--- src/rtl/sm3_pkg.sv ---
// SM3 hash engine package: controller states, command/status structs and round functions.
// Used by every module of the hash engine; depends on nothing.
package sm3_pkg;

  localparam logic [255:0] SM3_IV = {
    32'h7380166F, 32'h4914B2B9, 32'h172442D7, 32'hDA8A0600,
    32'hA96F30BC, 32'h163138AA, 32'hE38DEE4D, 32'hB0FB0E4E
  };
  localparam logic [31:0] T_LOW  = 32'h79CC4519;
  localparam logic [31:0] T_HIGH = 32'h7A879D8A;
  localparam logic [7:0]  PAD_BYTE = 8'h80;

  typedef enum logic [2:0] {
    ST_IDLE,
    ST_COMPRESS,
    ST_PAD,
    ST_PAD_FINAL,
    ST_OUTPUT
  } sm3_state_t;

  // Commands from the controller to the datapath.
  typedef struct packed {
    logic       write_byte;   // store the accepted byte and count it
    logic       start;        // load window and working registers
    logic       round;        // run one compression round
    logic       finish;       // fold the working registers into the chaining value
    logic       pad_first;    // build padding block (0x80, zeros, maybe length)
    logic       pad_final;    // build length-only final block
    logic       reset_msg;    // restore the initial value and clear the count
  } sm3_cmd_t;

  // Status from the datapath to the controller.
  typedef struct packed {
    logic       block_full;   // the byte position is 63, so a write fills the block
    logic       last_round;   // round counter is at 63
    logic       two_blocks;   // padding spills into an extra block
  } sm3_stat_t;

  function automatic logic [31:0] rotl(input logic [31:0] x, input logic [4:0] n);
    logic [63:0] d;
    d = {x, x} << n;
    return d[63:32];
  endfunction

  function automatic logic [31:0] perm0(input logic [31:0] x);
    return x ^ rotl(x, 5'd9) ^ rotl(x, 5'd17);
  endfunction

  function automatic logic [31:0] perm1(input logic [31:0] x);
    return x ^ rotl(x, 5'd15) ^ rotl(x, 5'd23);
  endfunction

endpackage

--- src/rtl/sm3_ctrl.sv ---
// SM3 controller: sequences byte intake, compression rounds, padding and digest output.
// Depends on sm3_pkg.
module sm3_ctrl import sm3_pkg::*; (
  input  logic       clk,
  input  logic       rst_n,
  input  logic       in_valid,
  output logic       in_stall,
  input  logic       in_byte_valid,
  input  logic       in_last,
  output logic       out_valid,
  input  logic       out_stall,
  output logic [2:0] out_word_index,
  output logic       out_last_word,
  output sm3_cmd_t   cmd,
  input  sm3_stat_t  stat
);

  sm3_state_t state_r, state_nxt;
  logic       pend_last_r, pend_last_nxt;   // padding still owed after this block
  logic       pad_more_r, pad_more_nxt;     // a length-only block follows
  logic [2:0] word_r, word_nxt;
  logic       acc, out_acc;

  assign acc     = in_valid && !in_stall;
  assign out_acc = out_valid && !out_stall;

  // Next state.
  always_comb begin
    state_nxt     = state_r;
    pend_last_nxt = pend_last_r;
    pad_more_nxt  = pad_more_r;
    word_nxt      = word_r;
    case (state_r)
      ST_IDLE: begin
        if (acc) begin
          if (in_byte_valid && stat.block_full) begin
            state_nxt     = ST_COMPRESS;
            pend_last_nxt = in_last;
          end else if (in_last) begin
            state_nxt = ST_PAD;
          end
        end
      end
      ST_COMPRESS: begin
        if (stat.last_round) begin
          if (pend_last_r) begin
            state_nxt     = ST_PAD;
            pend_last_nxt = 1'b0;
          end else if (pad_more_r) begin
            state_nxt    = ST_PAD_FINAL;
            pad_more_nxt = 1'b0;
          end else if (pad_more_r == 1'b0 && word_r == 3'd0 && pend_last_r == 1'b0) begin
            state_nxt = ST_IDLE;
          end
        end
      end
      ST_PAD: begin
        state_nxt    = ST_COMPRESS;
        pad_more_nxt = stat.two_blocks;
        word_nxt     = stat.two_blocks ? 3'd0 : 3'd1;
      end
      ST_PAD_FINAL: begin
        state_nxt = ST_COMPRESS;
        word_nxt  = 3'd1;
      end
      ST_OUTPUT: begin
        if (out_acc) begin
          word_nxt = word_r + 3'd1;
          if (word_r == 3'd7) begin
            state_nxt = ST_IDLE;
          end
        end
      end
      default: state_nxt = ST_IDLE;
    endcase
    // Final compression done: go to output starting at word 0.
    if (state_r == ST_COMPRESS && stat.last_round && !pend_last_r && !pad_more_r &&
        word_r == 3'd1) begin
      state_nxt = ST_OUTPUT;
      word_nxt  = 3'd0;
    end
  end

  // Outputs.
  always_comb begin
    cmd            = '0;
    in_stall       = (state_r != ST_IDLE);
    out_valid      = (state_r == ST_OUTPUT);
    out_word_index = word_r;
    out_last_word  = (word_r == 3'd7);
    case (state_r)
      ST_IDLE: begin
        cmd.write_byte = acc && in_byte_valid;
        cmd.start      = acc && in_byte_valid && stat.block_full;
      end
      ST_COMPRESS: begin
        cmd.round  = 1'b1;
        cmd.finish = stat.last_round;
      end
      ST_PAD:       cmd.pad_first = 1'b1;
      ST_PAD_FINAL: cmd.pad_final = 1'b1;
      ST_OUTPUT:    cmd.reset_msg = out_acc && (word_r == 3'd7);
      default: ;
    endcase
  end

  // State registers.
  always_ff @(posedge clk) begin
    if (!rst_n) begin
      state_r     <= ST_IDLE;
      pend_last_r <= 1'b0;
      pad_more_r  <= 1'b0;
      word_r      <= 3'd0;
    end else begin
      state_r     <= state_nxt;
      pend_last_r <= pend_last_nxt;
      pad_more_r  <= pad_more_nxt;
      word_r      <= word_nxt;
    end
  end

endmodule

--- config.mk ---
export PLATFORM = sky130hd
export DESIGN_NAME = sm3_ctrl
export DESIGN_NICKNAME = d
export VERILOG_FILES = /design/src/rtl/sm3_pkg.sv /design/src/rtl/sm3_ctrl.sv
export SDC_FILE = /design/constraint.sdc
export NUM_CORES = 1
export LEC_CHECK = 0
export ABC_AREA = 0
export ABC_CLOCK_PERIOD_IN_PS = 1700
export CAP_MARGIN = 20
export CORE_MARGIN = 2
export CORE_UTILIZATION = 35
export CTS_CLUSTER_DIAMETER = 80
export DETAILED_ROUTE_END_ITERATION = 6
export DONT_BUFFER_PORTS = 1
export GPL_ROUTABILITY_DRIVEN = 0
export PLACE_DENSITY = 0.47
export SYNTH_ARGS = -nofsm -noshare
export SYNTH_HDL_FRONTEND = slang
export SYNTH_SLANG_ARGS = --single-unit
--- constraint.sdc ---
create_clock -name clk -period 1.7 [get_ports clk]
set_input_delay 0.17 -clock clk [delete_from_list [all_inputs] [get_ports clk]]
set_output_delay 0.17 -clock clk [all_outputs]
set_load 0.1 [all_outputs]
# Yosys cells after proc, flatten, opt, wreduce, memory -nomap -nowiden
# Index checks and enable logic that the tools add are counted.
[classes]
add_sub_neg = 1
eq_ne = 20
muxes = 26
bitwise_logic = 3
n_reduce_logical = 29
[op_table]
columns = ["op", "n"]
rows = [
  ["$mux 3", 11],
  ["$logic_and 1x1->1", 12],
  ["$pmux 3 s4", 1],
  ["$reduce_and 6->1", 2],
  ["$mux 1", 9],
  ["$pmux 3 s3", 1],
  ["$ne 2x2->1 const B", 4],
  ["$ne 4x4->1 const B", 2],
  ["$eq 3x1->1 const B", 2],
  ["$eq 3x2->1 const B", 2],
  ["$eq 3x3->1 const B", 2],
  ["$logic_not 3->1", 2],
  ["$ne 3x1->1 const B", 2],
  ["$ne 3x3->1 const B", 2],
  ["$reduce_bool 3->1", 2],
  ["$ne 5x4->1 const B", 1],
  ["$logic_not 1->1", 4],
  ["$mux 2", 2],
  ["$ne 2x1->1 const B", 2],
  ["$pmux 1 s2", 2],
  ["$reduce_and 4->1", 1],
  ["$reduce_bool 2->1", 2],
  ["$reduce_or 2->1", 2],
  ["$add 3x1->3 const B", 1],
  ["other kinds (4)", 6],
]
[totals]
ff_bits = 8
in_bits = 9
output_inout_bits = 13

# Depth between registers and ports, before layout
# Gate-level depths: netlist (run 1).
[depth]
word_depth = 9
depth_mapped = 6

# Worst setup path after synthesis (run 1)
# Ideal clock, no wire load.
[synth_path]
kind = "register to output"
start = "reg word_r[0], in the netlist out_word_index[0]"
end = "out cmd[0] (netlist bit)"
arrival_ps = 3545
setup_slack_ps = -2015
stages_incl_launch_ff = 5
n_path_buf = 0
path_cell_list = "dfxtp_1 > ha_1 > ha_1 > nand2b_1 > nor2_1"
[synth_lines]
columns = ["item", "line_no", "source"]
rows = [
  ["start: declaration", "sm3_ctrl.sv:21", "logic [2:0] word_r, word_nxt;"],
  ["start signal: assignment", "sm3_ctrl.sv:118", "word_r <= word_nxt;"],
  ["end: declaration", "sm3_ctrl.sv:14", "output sm3_cmd_t cmd,"],
]

==> reports/results.txt, run 1 <==
Setup crit start kind - flip-flop
H-tree Lvls - 1
switching pwr - 0.310 mW
site row count - 15
largest family of logic cells by synthesized area - simple AND/OR/NAND/NOR gates
post-synth cell types - 32
WP data arrival - 1.51 ns
share of layout cells above drive strength 1 - 42.7%
DRC marker count from the first detailed-route iteration - 7
mux contribution to synthesized area - 4.94%
Syn Inst Count - 76
Tot Pwr - 0.704 mW
Total Wirelength - 1.69 mm
crit path cell chain - nor2_1 > nand2_1 > buf_4 > nor2_4 > buf_12
worst vdd ir - 579 uV
drt pass-1 iters - 4
ANT cells - 0
Flop pwr share - 30.5%
core area - 1710 sq um
Hold WS - 0.0228 ns
slowest CP cell - dfxtp_4
die height - 46.5 um
clock power share - 24.2%
RSZ-0062 raised after global routing - yes
Required @ worst endpoint - 1.53 ns
Worst-Skew Late Latency - 0.27 ns
Synth Area in Simple Gates - 31.8%
Synth Area in Compound Gates - 20.0%
clock-pin slew on the worst setup and hold paths - 0.06 ns
Fin. Hold Viols - 0
initial antenna violation count - 0
CTS buffer count - 3
worst min-delay path class - in -> reg
max frequency - 0.594 GHz
Post-Synth Adder-Cell Area - 7.91%
setup violators final - 0
CTS Sinks - 8
final slew viol count - 0
Die Wd - 46.5 um
status - complete, no violations
Synth Net Count - 89
first-pass GRT wire length - 2.82 mm
post-synthesis async set-or-reset flop share - 0%
Final ANT Viol Nets - 0
Switching Fraction - 44.0%
vias in the first global route - 613
Post-Syn Area per Cell - 8.33 sq um
Post-CTS Setup Inserts - 0
post-synthesis cell area - 633 sq um
combinational share of power - 45.4%
post-synthesis sequential area ratio - 25.3%
P&R area growth vs syn - 49.6%
CTS tree - done
leakage - 0.375 nW
Overflow after GRT - 0
CP Capture Type - output pin
Post-synth EDFFs - 0
xor and xnor fraction of the mapped netlist area - 0%
largest net degree at the start of global routing - 12
PD cells - 743 nW/um^2
Final #Nets - 110
CTS root buffer - clkbuf_4
top_reg_cell synth - dfxtp_1
worst slew pin tran - 0.328 ns
period utilisation layout - 99.1%
Post-CTS Resized - 0
DR DRC count - 0
commonest non-fill, non-tap cell in the layout - buf_4
most frequent cells in the layout - buf_4, nand2_1, inv_1, nor2_1
via count - 625
synthesized flop and latch total - 8
CTS max path bufs - 2
Worst path max stage delay - 0.39 ns
Max Cap Viol - 0
hpwl dp - 1.35 mm
Worst slew margin - 77.5%
WS Path Type - reg -> out
setup_tns - 0 ns
full die area - 2170 sq um
Max FO, Critical Path - 10
Ports - 22
cts-stage hold buffer count - 0
worst clock skew - 0.00909 ns
WL per Instance - 14.0 um
detail-routed via count per cell - 5.17
Final min period - 1.68 ns
IO Port Bufs - 0
initial core utilization - 37.1%
total global-route track usage - 19.2%
Internal Power - 0.394 mW
Syn. warnings - 0
registers in the layout, indices dropped and copies added, names as in the netlist:
register and count:
pend_last_r 1, out_word_index 3, state_r 3, pad_more_r 1
Yosys cell counts (3+ instances only):
cell type / instances / area [sq um]
nand2_1: 7 / 26.3
nand3_1: 3 / 15.0
buf_6: 3 / 33.8
o21ai_0: 3 / 15.0
dfxtp_1: 8 / 160
inv_1: 8 / 30.0
a21oi_1: 5 / 25.0
ha_1: 4 / 50.1
nor2_1: 7 / 26.3
power groups by stage:
stage          clock network, mW  logic (mW)  registers, mW
3_3_place_gp                   0       0.318          0.217
6_report                   0.170       0.319          0.214
2_1_floorplan                  0       0.228          0.225
5_1_grt                    0.184       0.337          0.217
4_1_cts                    0.174       0.320          0.214
3_5_place_dp                   0       0.319          0.218
layer usage:
metal | vias to the layer above | GRT usage [%] | routed length, um
met5 | - | 0 | 0
met4 | 0 | 7.43 | 29
met3 | 4 | 9.41 | 128
met2 | 21 | 26.7 | 726
met1 | 286 | 25.0 | 806
li1 | 314 | - | -
cells by family (layout without fill, tap and decap cells):
kind of cell / after synthesis / count (layout)
multiplexers: 3 / 3
AO/OA/AOI/OAI: 18 / 18
AND/OR/NAND/NOR: 32 / 32
adder cells (fa/ha/maj): 4 / 4
flip-flops: 8 / 8
buffers and inverters: 11 / 31
per-stage QoR:
| stage | cell area (sq um) | setup slack, ns | util [%] | instances |
|---|---|---|---|---|
| global placement | 915 | 0.0521 | 53.6 | 117 |
| global route | 947 | -0.0753 | 55.5 | 121 |
| finish | 947 | 0.0152 | 55.5 | 121 |
| floorplan | 706 | -0.426 | - | 76 |
| detailed placement | 915 | 0.0479 | 53.6 | 117 |
| CTS | 941 | 0.00620 | 55.1 | 121 |
cell type report:
class | instances | area [sq um]
well taps | 25 | 31.3
flip-flops and latches | 8 | 175
fillers | 168 | 761
repair buffers | 19 | 209
inverters | 8 | 33.8
multi-input cells | 57 | 472
clock buffers | 4 | 26.3
final timing paths:
kind,startpoint,end,slack (ns),cells past startpoint
worst min-delay path,rst_n,state_r[2],0.02,1
worst max-delay path,state_r[0],cmd[0],0.02,5
worst max register to register,state_r[0],state_r[1],0.05,6
worst min register to register,out_word_index[2],out_word_index[2],0.51,2
worst max-delay path, delay by kind of cell (launching register included):
kind          cells  cell delay [ns]
flops             1             0.39
simple gates      3             0.49
buf+inv           2             0.36
Note: power is estimated with default switching activity, not from simulation.
==> run 2: changes to the inputs <==
--- a/config.mk
+++ b/config.mk
@@ -5,8 +5,8 @@
 export SDC_FILE = /design/constraint.sdc
 export NUM_CORES = 1
 export LEC_CHECK = 0
-export ABC_AREA = 0
-export ABC_CLOCK_PERIOD_IN_PS = 1700
+export ABC_AREA = 1
+export ABC_CLOCK_PERIOD_IN_PS = 1590
 export CAP_MARGIN = 20
 export CORE_MARGIN = 2
 export CORE_UTILIZATION = 35
==> constraint.sdc (replaced) <==
create_clock -name clk -period 1.59 [get_ports clk]
set_input_delay 0.159 -clock clk [delete_from_list [all_inputs] [get_ports clk]]
set_output_delay 0.159 -clock clk [all_outputs]
set_load 0.1 [all_outputs]
==> reports/results.txt, run 2 <==
top-count cell post-synth - inv_1
final slew viol count - 0 (unchanged)
Finished Core Util - 58.6% (+3.2 points)
worst clock skew - 0.0104 ns (+0.00131 ns)
CP Capture Type - output pin
commonest non-fill, non-tap cell in the layout - inv_1
drt pass-1 iters - 4 (unchanged)
synthesized flop and latch total - 8 (unchanged)
IO Port Bufs - 0 (unchanged)
Synth Net Count - 106 (+19%)
setup violators final - 0 (unchanged)
DR DRC count - 0 (unchanged)
Final #Nets - 126 (+15%)
H-tree Lvls - 1 (unchanged)
Post-synth EDFFs - 0 (unchanged)
post-synthesis cell area - 581 sq um (-8.3%)
site row count - 14 (-1)
vias in the first global route - 592 (-3.4%)
Reg area - 174 sq um (-0.71%)
via count - 632 (+1.1%)
Fin. Hold Viols - 0 (unchanged)
crit path cell chain - nor2_4 > nand2_2 > or2_4 > nor2_4 > buf_12
P&R area growth vs syn - 53.9%
Worst path max stage delay - 0.35 ns (-0.04 ns)
Final min period - 1.56 ns
Crit Reg-Reg Startpoint - state_r[1]
WP data arrival - 1.40 ns (-0.11 ns)
period utilisation layout - 98.1%
post-synthesis cell type with the largest combined area - dfxtp_1
Post-Syn Area per Cell - 6.24 sq um (-25%)
fill count - 158 (-6.0%)
Synth top area share - 27.6% (+2.3 points)
Tot Pwr - 1.04 mW (+48%)
Die Wd - 44.7 um (-3.9%)
Worst slew margin - 81.6% (+4.1 points)
share of layout cells above drive strength 1 - 36.6% (-6.1 points)
cts-stage hold buffer count - 0 (unchanged)
RSZ-0062 raised after global routing - yes
first-pass GRT wire length - 2.51 mm (-11%)
Hold Crit Depth - 1 (unchanged)
post-synthesis async set-or-reset flop share - 0% (unchanged)
PD cells - 1160 nW/um^2 (+57%)
clock-pin slew on the worst setup and hold paths - 0.06 ns (about the same)
detail-routed via count per cell - 4.94 (-4.4%)
end of the worst register-to-register path - out_word_index[0]
status - complete, no violations
final worst slack - 0.0309 ns (+0.0157 ns)
Most Frequent Cell on Critical Path - nor2_4
Setup crit start kind - flip-flop
Syn Inst Count - 93 (+22%)
full die area - 2000 sq um (-7.6%)
post-synthesis sequential area ratio - 27.6% (+2.3 points)
worst setup path endpoint - cmd[0]
post-synth cell types - 18 (-44%)
Ports - 22 (unchanged)
Crit. path cell count - 5 (unchanged)
initial antenna violation count - 0 (unchanged)
R2R Setup Slk - 0.23 ns (+0.18 ns)
DRC marker count from the first detailed-route iteration - 10 (+3)
Max Cap Viol - 0 (unchanged)
worst slew pin tran - 0.279 ns (-0.0497 ns)
max frequency - 0.641 GHz
largest net degree at the start of global routing - 6 (-6)
delay-heaviest family, CP - simple AND/OR/NAND/NOR gates
area of the multi-input gates - 422 sq um (-11%)
CTS buffer count - 3 (unchanged)
CTS root buffer - clkbuf_4
Final ANT Viol Nets - 0 (unchanged)
top_reg_cell synth - dfxtp_1
Syn. warnings - 0 (unchanged)
worst vdd ir - 606 uV (+4.6%)
synth top area cells - dfxtp_1, inv_1, nand2_1, nor2_1, nand3_1
most frequent cells in the layout - inv_1, nand2_1, nor2_1
worst min-delay path class - in -> reg
WL per Instance - 11.8 um (-15%)
Overflow after GRT - 0 (unchanged)
worst r2r path cells - 8 (+2)
Post-Place Worst Slack - 0.233 ns (+0.185 ns)
hpwl dp - 1.23 mm (-9.3%)
Total Wirelength - 1.52 mm (-10%)
Max FO, Critical Path - 4 (-6)
CTS tree - done
Worst-Skew Late Latency - 0.26 ns (about the same)
Synth top cells by count - inv_1, nand2_1, nor2_1, nand3_1, dfxtp_1
initial core utilization - 38.1% (+1.0 points)
leakage - 0.420 nW (+12%)
total global-route track usage - 17.1% (-2.0 points)
slowest CP cell - dfxtp_2
ANT cells - 0 (unchanged)
CTS Sinks - 8 (unchanged)
CP bufs+invs - 1 (-1)
Critical path origin - state_r[1]
WS Path Type - reg -> out
die height - 44.7 um (-3.9%)
core area - 1520 sq um (-11%)
CTS max path bufs - 2 (unchanged)
Required @ worst endpoint - 1.43 ns (-0.10 ns)
==> run 2: changes by cell type in the layout (fill, tap and decap cells not counted), moves of 4 or more <==
cell / delta
inv_1: +11
nand2_1: +7
nand3_1: +7
nor2_1: +7
buf_4: -5
nor2_4: +5
nand2_2: +4
==> run 2: worst min path at each step <==
| stage | endpoint | from |
|---|---|---|
| 2_1_floorplan | pad_more_r | rst_n |
| 6_report | pend_last_r | rst_n |
| 3_5_place_dp | state_r[2] | rst_n |
| 4_1_cts | pad_more_r | stat[0] |
| 5_1_grt | pend_last_r | rst_n |
| 3_3_place_gp | state_r[2] | rst_n |
==> run 2: cell type report <==
type,instances,area share (%)
clock buffers,4,2.94
inverters,19,8.68
multi-input cells,66,47.2
flip-flops and latches,8,19.5
well taps,16,2.24
repair buffers,15,19.5
==> run 2: logic make-up (layout without fill, tap and decap cells) <==
logic type	Yosys count	count (layout)	share of synthesized area (%)
and+or+nand+nor	53	53	42.9
buffers and inverters	19	38	12.3
AOI/OAI and AO/OA	9	9	8.62
DFF	8	8	27.6
adders and majority gates	4	4	8.62
==> run 2: routing by layer <==
metal  track usage, %  wire (um)  up-vias
li1                 -          -      328
met1             23.8        718      278
met2             25.2        652       24
met3             5.20        136        2
met4             5.45          7        0
met5                0          0        -
==> run 2: report_power, final <==
group | switching (mW) | internal [mW] | total (mW)
registers | 0.0337 | 0.221 | 0.254
clock network | 0.0773 | 0.0965 | 0.174
logic | 0.443 | 0.169 | 0.612
total | 0.554 | 0.486 | 1.04
==> run 2: timing repair <==
action	in CTS	in global routing
resized for setup	2	3
setup endpoints to repair	2	4
gates cloned	0	0
buffers inserted	1	1
pin swaps	1	1
==> run 2: per-stage QoR <==
step	cells	hold slack, ns	TNS, ns	area, sq um
floorplan	93	0.291	-0.351	669
global placement	122	0.302	0	837
detailed placement	122	0.310	0	837
CTS	127	0.0515	0	876
global route	128	0.0465	-0.0503	893
finish	128	0.0503	0	893
